`src/design/rwt_pkg.sv`:
```
// Shared types, widths and codes of the range watchpoint table.
package rwt_pkg;

   localparam int PROC_W     = 22;
   localparam int ADDR_W     = 64;
   localparam int LEN_W      = 64;
   localparam int ACC_W      = 3;
   localparam int HITS_W     = 32;
   localparam int KIND_W     = 2;
   localparam int OP_W       = 3;
   localparam int STATUS_W   = 3;
   localparam int TOTAL_W    = 7;
   localparam int MAX_RESULTS = 16;
   localparam int EMIT_W     = $clog2(MAX_RESULTS + 1);
   localparam int REQ_DATA_W = 160;
   localparam int RSP_DATA_W = 200;

   localparam logic [HITS_W-1:0] HITS_MAX = '1;

   typedef enum logic [OP_W-1:0] {
      REQ_ADD    = 3'd0,
      REQ_REMOVE = 3'd1,
      REQ_CLEAR  = 3'd2,
      REQ_FAULT  = 3'd3,
      REQ_LIST   = 3'd4
   } req_op_type;

   typedef enum logic [STATUS_W-1:0] {
      ST_OK        = 3'd0,
      ST_EXISTS    = 3'd1,
      ST_NOT_FOUND = 3'd2,
      ST_FULL      = 3'd3,
      ST_BAD       = 3'd4
   } status_type;

   typedef enum logic [KIND_W-1:0] {
      KIND_READ  = 2'd0,
      KIND_WRITE = 2'd1,
      KIND_EXEC  = 2'd2,
      KIND_BAD   = 2'd3
   } fault_kind_type;

   typedef enum logic [2:0] {
      CELL_HOLD,
      CELL_PROBE,
      CELL_ADD,
      CELL_REMOVE,
      CELL_CLEAR,
      CELL_BUMP,
      CELL_ROTATE
   } cell_cmd_type;

   // Input item payload, lowest field in the lowest bits.
   typedef struct packed {
      logic [4:0]        pad;
      fault_kind_type    kind;
      logic [ACC_W-1:0]  mask;
      logic [LEN_W-1:0]  len;
      logic [ADDR_W-1:0] addr;
      logic [PROC_W-1:0] proc;
   } req_data_type;

   // Result item payload, lowest field in the lowest bits.
   typedef struct packed {
      logic [3:0]         pad;
      logic [TOTAL_W-1:0] total;
      logic [HITS_W-1:0]  hits;
      logic [ACC_W-1:0]   access;
      logic [LEN_W-1:0]   len;
      logic [ADDR_W-1:0]  addr;
      logic [PROC_W-1:0]  proc;
      logic               hit;
      status_type         status;
   } rsp_data_type;

   typedef struct packed {
      logic [PROC_W-1:0] proc;
      logic [ADDR_W-1:0] start;
      logic [LEN_W-1:0]  len;
      logic [ACC_W-1:0]  access;
      logic [HITS_W-1:0] hits;
   } slot_type;

   typedef struct packed {
      logic     valid;
      slot_type slot;
   } entry_type;

   // Command broadcast to every cell, with the probe key taken at accept.
   typedef struct packed {
      cell_cmd_type      cmd;
      logic [PROC_W-1:0] pid;
      logic [ADDR_W-1:0] addr;
   } cell_ctrl_type;

   function automatic logic [ACC_W-1:0] kind_mask(input fault_kind_type kind);
      logic [ACC_W-1:0] mask;
      unique case (kind)
         KIND_READ:  mask = 3'b001;
         KIND_WRITE: mask = 3'b010;
         KIND_EXEC:  mask = 3'b100;
         default:    mask = 3'b000;
      endcase
      return mask;
   endfunction

endpackage

```
`src/design/rwt_cell.sv`:
```
// One watch entry of the table chain, with its local range compare.
module rwt_cell (
   input  logic                  clock,
   input  logic                  reset,
   input  rwt_pkg::cell_ctrl_type ctrl,
   input  rwt_pkg::entry_type    prev_entry,
   input  rwt_pkg::entry_type    next_entry,
   input  logic                  found_in,
   output logic                  found_out,
   output logic                  sel,
   output rwt_pkg::entry_type    entry
);
   import rwt_pkg::*;

   logic              valid_ff, valid_in;
   slot_type          slot_ff, slot_in;
   logic              cover_ff, cover_in;
   logic [ADDR_W-1:0] offset;
   logic              cover_now;

   // Covered when start <= addr and addr - start < len, which never wraps.
   assign offset    = ctrl.addr - slot_ff.start;
   assign cover_now = valid_ff && (slot_ff.proc == ctrl.pid) &&
                      (ctrl.addr >= slot_ff.start) && (offset < slot_ff.len);

   // The first covering cell from the newest end is the selected one.
   assign sel       = cover_ff & ~found_in;
   assign found_out = found_in | cover_ff;
   assign entry     = '{valid: valid_ff, slot: slot_ff};

   always_comb begin
      valid_in = valid_ff;
      slot_in  = slot_ff;
      cover_in = cover_ff;
      unique case (ctrl.cmd)
         CELL_HOLD: ;
         CELL_PROBE: cover_in = cover_now;
         CELL_ADD: begin
            valid_in = prev_entry.valid;
            slot_in  = prev_entry.slot;
         end
         CELL_REMOVE: begin
            if (found_out) begin
               valid_in = next_entry.valid;
               slot_in  = next_entry.slot;
            end
         end
         CELL_CLEAR: valid_in = 1'b0;
         CELL_BUMP: begin
            if (sel && (slot_ff.hits != HITS_MAX)) begin
               slot_in.hits = slot_ff.hits + HITS_W'(1);
            end
         end
         CELL_ROTATE: begin
            valid_in = next_entry.valid;
            slot_in  = next_entry.slot;
         end
         default: ;
      endcase
   end

   always_ff @(posedge clock) begin
      if (reset) begin
         valid_ff <= 1'b0;
         cover_ff <= 1'b0;
      end else begin
         valid_ff <= valid_in;
         cover_ff <= cover_in;
      end
      slot_ff <= slot_in;
   end

endmodule

```
`config.mk`:
```
export PLATFORM = sky130hd
export DESIGN_NAME = rwt_cell
export DESIGN_NICKNAME = d
export VERILOG_FILES = /design/src/design/rwt_pkg.sv /design/src/design/rwt_cell.sv
export SDC_FILE = /design/constraint.sdc
export NUM_CORES = 1
export LEC_CHECK = 0
export BUFFER_PORTS_ARGS = -buffer_cell sky130_fd_sc_hd__buf_2
export CAP_MARGIN = 20
export CORE_AREA = 2 2 254 256
export CTS_BUF_LIST = sky130_fd_sc_hd__clkbuf_8 sky130_fd_sc_hd__clkbuf_16
export DETAILED_ROUTE_END_ITERATION = 10
export DIE_AREA = 0 0 256 258
export GPL_TIMING_DRIVEN = 0
export PLACE_DENSITY = 0.44
export SLEW_MARGIN = 20
export SYNTH_ARGS = -nofsm -noshare
export SYNTH_HDL_FRONTEND = slang
export SYNTH_SLANG_ARGS = --single-unit
```
`constraint.sdc`:
```
create_clock -name clock -period 8.85 [get_ports clock]
set_input_delay 1.77 -clock clock [delete_from_list [all_inputs] [get_ports clock]]
set_output_delay 1.77 -clock clock [all_outputs]
set_load 0.02 [all_outputs]
```
; ---- Yosys cells after proc, flatten, opt, wreduce, memory -nomap -nowiden
; Cells that the tools add are included.
[op_classes]
n_mux = 6
reduce_logical = 10
bitwise_logic = 3
add_sub_neg = 2
order_cmp = 2
n_eq_ne = 10
[ops]
columns = operator, count
row1 = $pmux 153 s3, 1
row2 = $mux 185, 1
row3 = $pmux 32 s4, 1
row4 = $ge 64x64->1, 1
row5 = $lt 64x64->1, 1
row6 = $sub 64x64->64, 1
row7 = $add 32x1->32 const B, 1
row8 = $mux 32, 1
row9 = $ne 32x32->1 const B, 1
row10 = $eq 22x22->1, 1
row11 = $eq 3x3->1 const B, 3
row12 = $reduce_bool 4->1, 2
row13 = $eq 3x2->1 const B, 2
row14 = $logic_and 1x1->1, 4
row15 = $ne 2x2->1 const B, 2
row16 = $pmux 1 s4, 1
row17 = $reduce_and 2->1, 2
row18 = $eq 3x1->1 const B, 1
row19 = $reduce_and 3->1, 1
row20 = $reduce_bool 3->1, 1
row21 = $and 1x1->1, 1
row22 = $mux 1, 1
row23 = $not 1->1, 1
row24 = $or 1x1->1, 1
[word_totals]
ff_bits = 187
in_bits = 464
word_cells = 40
out_inout_bits = 188

; ---- Depth between registers and ports, before layout
[depth]
ltp_word = 5
mapped_depth = 21
ltp_nobuf = 20

; ---- Least setup slack after synthesis
; Ideal clock, no wire load.
[synth_timing]
path_type = input -> register
from = input port found_in
to = register slot_ff, in the netlist entry[0], enable pin
slack_ns = 1.834
arrival_time_ns = 6.623
required_time_ns = 8.457
setup_ns = 0.393
path_buffers = 0
stages = 4
cell_sequence = nor2_1 > o21ai_0 > and2_1 > nand2b_1
[synth_via]
elab_chain_len = 5
word_cells_on_any_way = 7
cone_classes = eq/ne (2) / bitwise (3) / reduce/logical (2)
[synth_lines]
columns = element, line_no
row1 = "start, declared", rwt_cell.sv:8  ; input logic found_in,
row2 = $not 1->1, rwt_cell.sv:27  ; assign sel = cover_ff & ~found_in;
row3 = $and 1x1->1, rwt_cell.sv:27
row4 = $logic_and 1x1->1, rwt_cell.sv:50  ; if (sel && (slot_ff.hits != HITS_MAX)) begin
row5 = $ne 2x2->1 (no source line), -
row6 = $reduce_and 3->1 (no source line) *, -
row7 = "end signal, assigned", rwt_cell.sv:70  ; slot_ff <= slot_in;
row8 = "end, declared", rwt_cell.sv:16  ; slot_type slot_ff, slot_in;
; Mark *: on every way between the ends. The rest lies on a longest branch, timed or not.
; A chain may end at the register's enable or synchronous reset.

; ---- Final worst setup path
[layout_timing]
from = input port ctrl[0] (netlist name)
to = register cover_ff
[layout_via]
elab_chain_len = 3
word_cells_on_any_way = 5
cone_classes = add/sub (1) / order compare (2) / reduce/logical (2)
[layout_lines]
columns = element, line_no
row1 = "start, declared", rwt_cell.sv:5  ; input rwt_pkg::cell_ctrl_type ctrl,
row2 = $sub 64x64->64 / $ge 64x64->1 (equally long branches), "rwt_cell.sv:22, rwt_cell.sv:24"
row3 = $lt 64x64->1 / $logic_and 1x1->1 (equally long branches), "rwt_cell.sv:24, rwt_cell.sv:23"
row4 = $logic_and 1x1->1 *, rwt_cell.sv:24  ; (ctrl.addr >= slot_ff.start) && (offset < slot_ff.len);
row5 = "end signal, assigned", rwt_cell.sv:68  ; cover_ff <= cover_in;
row6 = "end, declared", rwt_cell.sv:17  ; logic cover_ff, cover_in;
; Marked as above.

==> key figures <==
Status
  – Status: finished clean

Flow run
  – Max Cap Violations: 0

Clock network
  – CTS tree: yes
  – CTS Hold Buffers Added: 0
  – Clock slew at reported path FFs: 0.08 ns
  – Clk_lat worst skew: 0.50 ns
  – Clock buffer depth: 2
  – H-tree Lvls: 4
  – Number of buffers created by CTS: 17
  – Setup bufs post-CTS: 0
  – Clock root buffer: clkbuf_16
  – CTS-repair resized insts: 0
  – CTS Sinks: 187

Routing
  – Total routed wirelength: 66.4 mm
  – TritonRoute pass-1 iters: 5
  – Vias: 15263
  – DRC Markers: 0
  – Number of routed nets with antenna violations: 0
  – Initial drt markers: 756
  – Avg Vias per Cell: 4.60
  – Wire length per cell: 20.0 um

Power
  – Peak supply drop: 0.000130 V
  – PD cells: 164 mW/mm^2
  – Power Total: 3210 uW
  – Pleak: 0.00963 uW

Synthesis
  – Average size of a mapped cell: 8.22 um^2
  – Ys flop type: edfxtp_1
  – Area contributors post-synth: edfxtp_1, nand2_1, ha_1
  – Syn_nets: 2364
  – Post-synthesis sequential area ratio: 38.4%
  – Commonest cells post-synth: nand2_1, edfxtp_1, inv_1
  – Synth top area share: 38.2%
  – Number of synthesized register bits: 187
  – Cell variety after synth: 63
  – Asr flop ratio synth: 0%
  – Area leader, netlist: edfxtp_1
  – Area of the mapped netlist: 0.0146 mm^2
  – Synthesis Warnings: 0
  – Post-Synthesis Cells: 1771
  – Post-synth EDFFs: 185
  – Top-count cell post-synth: nand2_1

Final layout
  – Layout cell share with drive strength beyond 1: 29.0%
  – Multi-input logic area: 0.00807 mm^2
  – Fill cell count: 7067
  – Register area: 0.00560 mm^2
  – Finished Layout Cells: 3320
  – Final Instance Area: 0.0196 mm^2
  – # nets final: 3037
  – Area growth from synthesis to layout: 34.4%

GRT
  – Overall Global Routing Usage: 19.4%
  – First-pass GRT wire length: 94.8 mm
  – Largest net degree at the start of global routing: 55
  – Initial antenna violation count: 27
  – Vias in the first global route: 15026
  – Total gr overflow: 0

Timing
  – Max Slew Vio Count: 0
  – RSZ-0062 raised after global routing: false
  – Clock Skew: 0.0186 ns
  – Final Hold Viols: 0
  – Worst Max-Slew Pin Slew: 1.04 ns
  – Setup violations, final: 0
  – Tcrit/Tclk final: 78.0%
  – Max_slew headroom: 30.7%
  – Peak Freq: 145 MHz
  – Final TNS setup: 0 ns
  – Tmin final: 6.90 ns

Floorplan
  – Core area: 0.0636 mm^2
  – Die boundary height: 258 um
  – Die width: 256 um
  – # IOs: 652
  – Initial Util: 22.9%
  – Row count: 93
  – Die footprint: 0.0660 mm^2

Placement
  – Final GP Congestion: 0.967
  – Post-Place Cells: 3280
  – Dpl cell area: 0.0190 mm^2
  – Post-DP HPWL: 56.5 mm
  – # port buffers: 650

Critical path
  – Crit path cell chain: buf_2 -> inv_1 -> ha_1 -> inv_1 -> fa_1 -> a211oi_1 -> o21ai_0 -> a22oi_1 -> a211oi_1 -> nor4_1 -> o21ai_1 -> a41o_1 -> a31oi_1 -> xnor2_1 -> ha_1 -> a31oi_1 -> nand4_1 -> nor4_1 -> o211ai_1 -> a221o_1 -> a2bb2oi_1
  – CP max-delay cell: nor4_1
  – CP Data Required Time: 9.26 ns
  – Crit Path Category: in -> reg
  – CP Capture Type: flop
  – CP max FO: 3
  – CP startpoint kind: input port
  – Data arrival, critical path: 7.31 ns
  – Largest stage delay, worst path: 0.58 ns

Min path
  – Worst hold-check path type: reg -> reg
[registers in the layout, summed over array words and instances, names as in the netlist]
signal / flops
entry: 185
valid_ff: 1
cover_ff: 1
[power breakdown]
part	internal (uW)	leakage, uW	switching, uW
clock	393	0.000281	402
combinational	489	0.00759	772
sequential	1080	0.00176	68.3
total	1960	0.00963	1240
[critical path: cells and delay by family]
kind,cells,cell delay [ns]
and+or+nand+nor,3,1.19
buffers and inverters,3,0.20
xor gates and xnor gates,1,0.16
AOI/OAI and AO/OA,11,3.10
adders and majority gates,3,0.87
[metrics by stage]
step | util [%] | setup slack, ns | hold slack (ns)
final | 30.7 | 1.95 | 0.642
after global routing | 30.7 | 1.75 | 0.676
after CTS | 30.7 | 2.14 | 0.657
after detailed placement | 29.8 | 1.64 | 0.637
after global placement | 29.7 | -0.881 | 0.640
after floorplan | - | 1.83 | 0.490
[cell type report]
| type | count | share of cell area (%) |
|---|---|---|
| plain buffers | 76 | 1.60 |
| well taps | 855 | 5.47 |
| clock inverters | 15 | 0.710 |
| repair buffers | 654 | 17.1 |
| inverters | 156 | 2.99 |
| multi-input cells | 1352 | 41.2 |
| clock buffers | 17 | 2.17 |
| flip-flops and latches | 187 | 28.6 |
| diodes | 8 | 0.102 |
[layer usage]
| layer | vias up | track usage, % | routed length (um) |
|---|---|---|---|
| li1 | 7487 | - | - |
| met3 | 89 | 4.94 | 4100 |
| met1 | 7118 | 22.4 | 27300 |
| met4 | 12 | 6.04 | 1530 |
| met5 | - | 0 | 80 |
| met2 | 557 | 35.1 | 33400 |
[cells in the final DEF, fill, tap and decap left out, drive strengths merged, types with 3 or more instances in the layout]
master,count
o21a,6
nor4,10
a31oi,14
inv,163
and3,11
ha,128
diode,8
or4,4
a21boi,7
nand2b,7
a21oi,109
o21bai,19
a21o,46
o31ai,3
or2,4
nor3b,3
a221o,8
nand4,48
and4,3
o21ai,89
nor2,67
nand3,28
a22oi,31
nor2b,8
clkinv,6
nand2,525
o211ai,7
or3,5
buf,671
xor2,52
a211oi,7
edfxtp,185
clkbuf,76
nor3,13
and2,7
xnor2,61
[cell families (layout without fill, tap and decap cells)]
family	count (synthesis)	after routing	synth area share (%)
xor+xnor	113	113	6.80
fa+ha+maj	129	129	11.1
compound gates	363	363	15.6
buf+inv	232	918	6.15
simple gates	746	746	21.8
mux	1	1	0.0688
flops	187	187	38.4
other cells	0	8	0
[final timing paths]
| check | from | to | slack [ns] | cells past startpoint |
|---|---|---|---|---|
| max | ctrl[0] | cover_ff | 1.95 | 21 |
| max reg2reg | entry[99] | cover_ff | 2.97 | 19 |
| min | valid_ff | valid_ff | 0.64 | 2 |
| min reg2reg | valid_ff | valid_ff | 0.64 | 2 |
No activity file was read; power rests on OpenSTA's default activity.
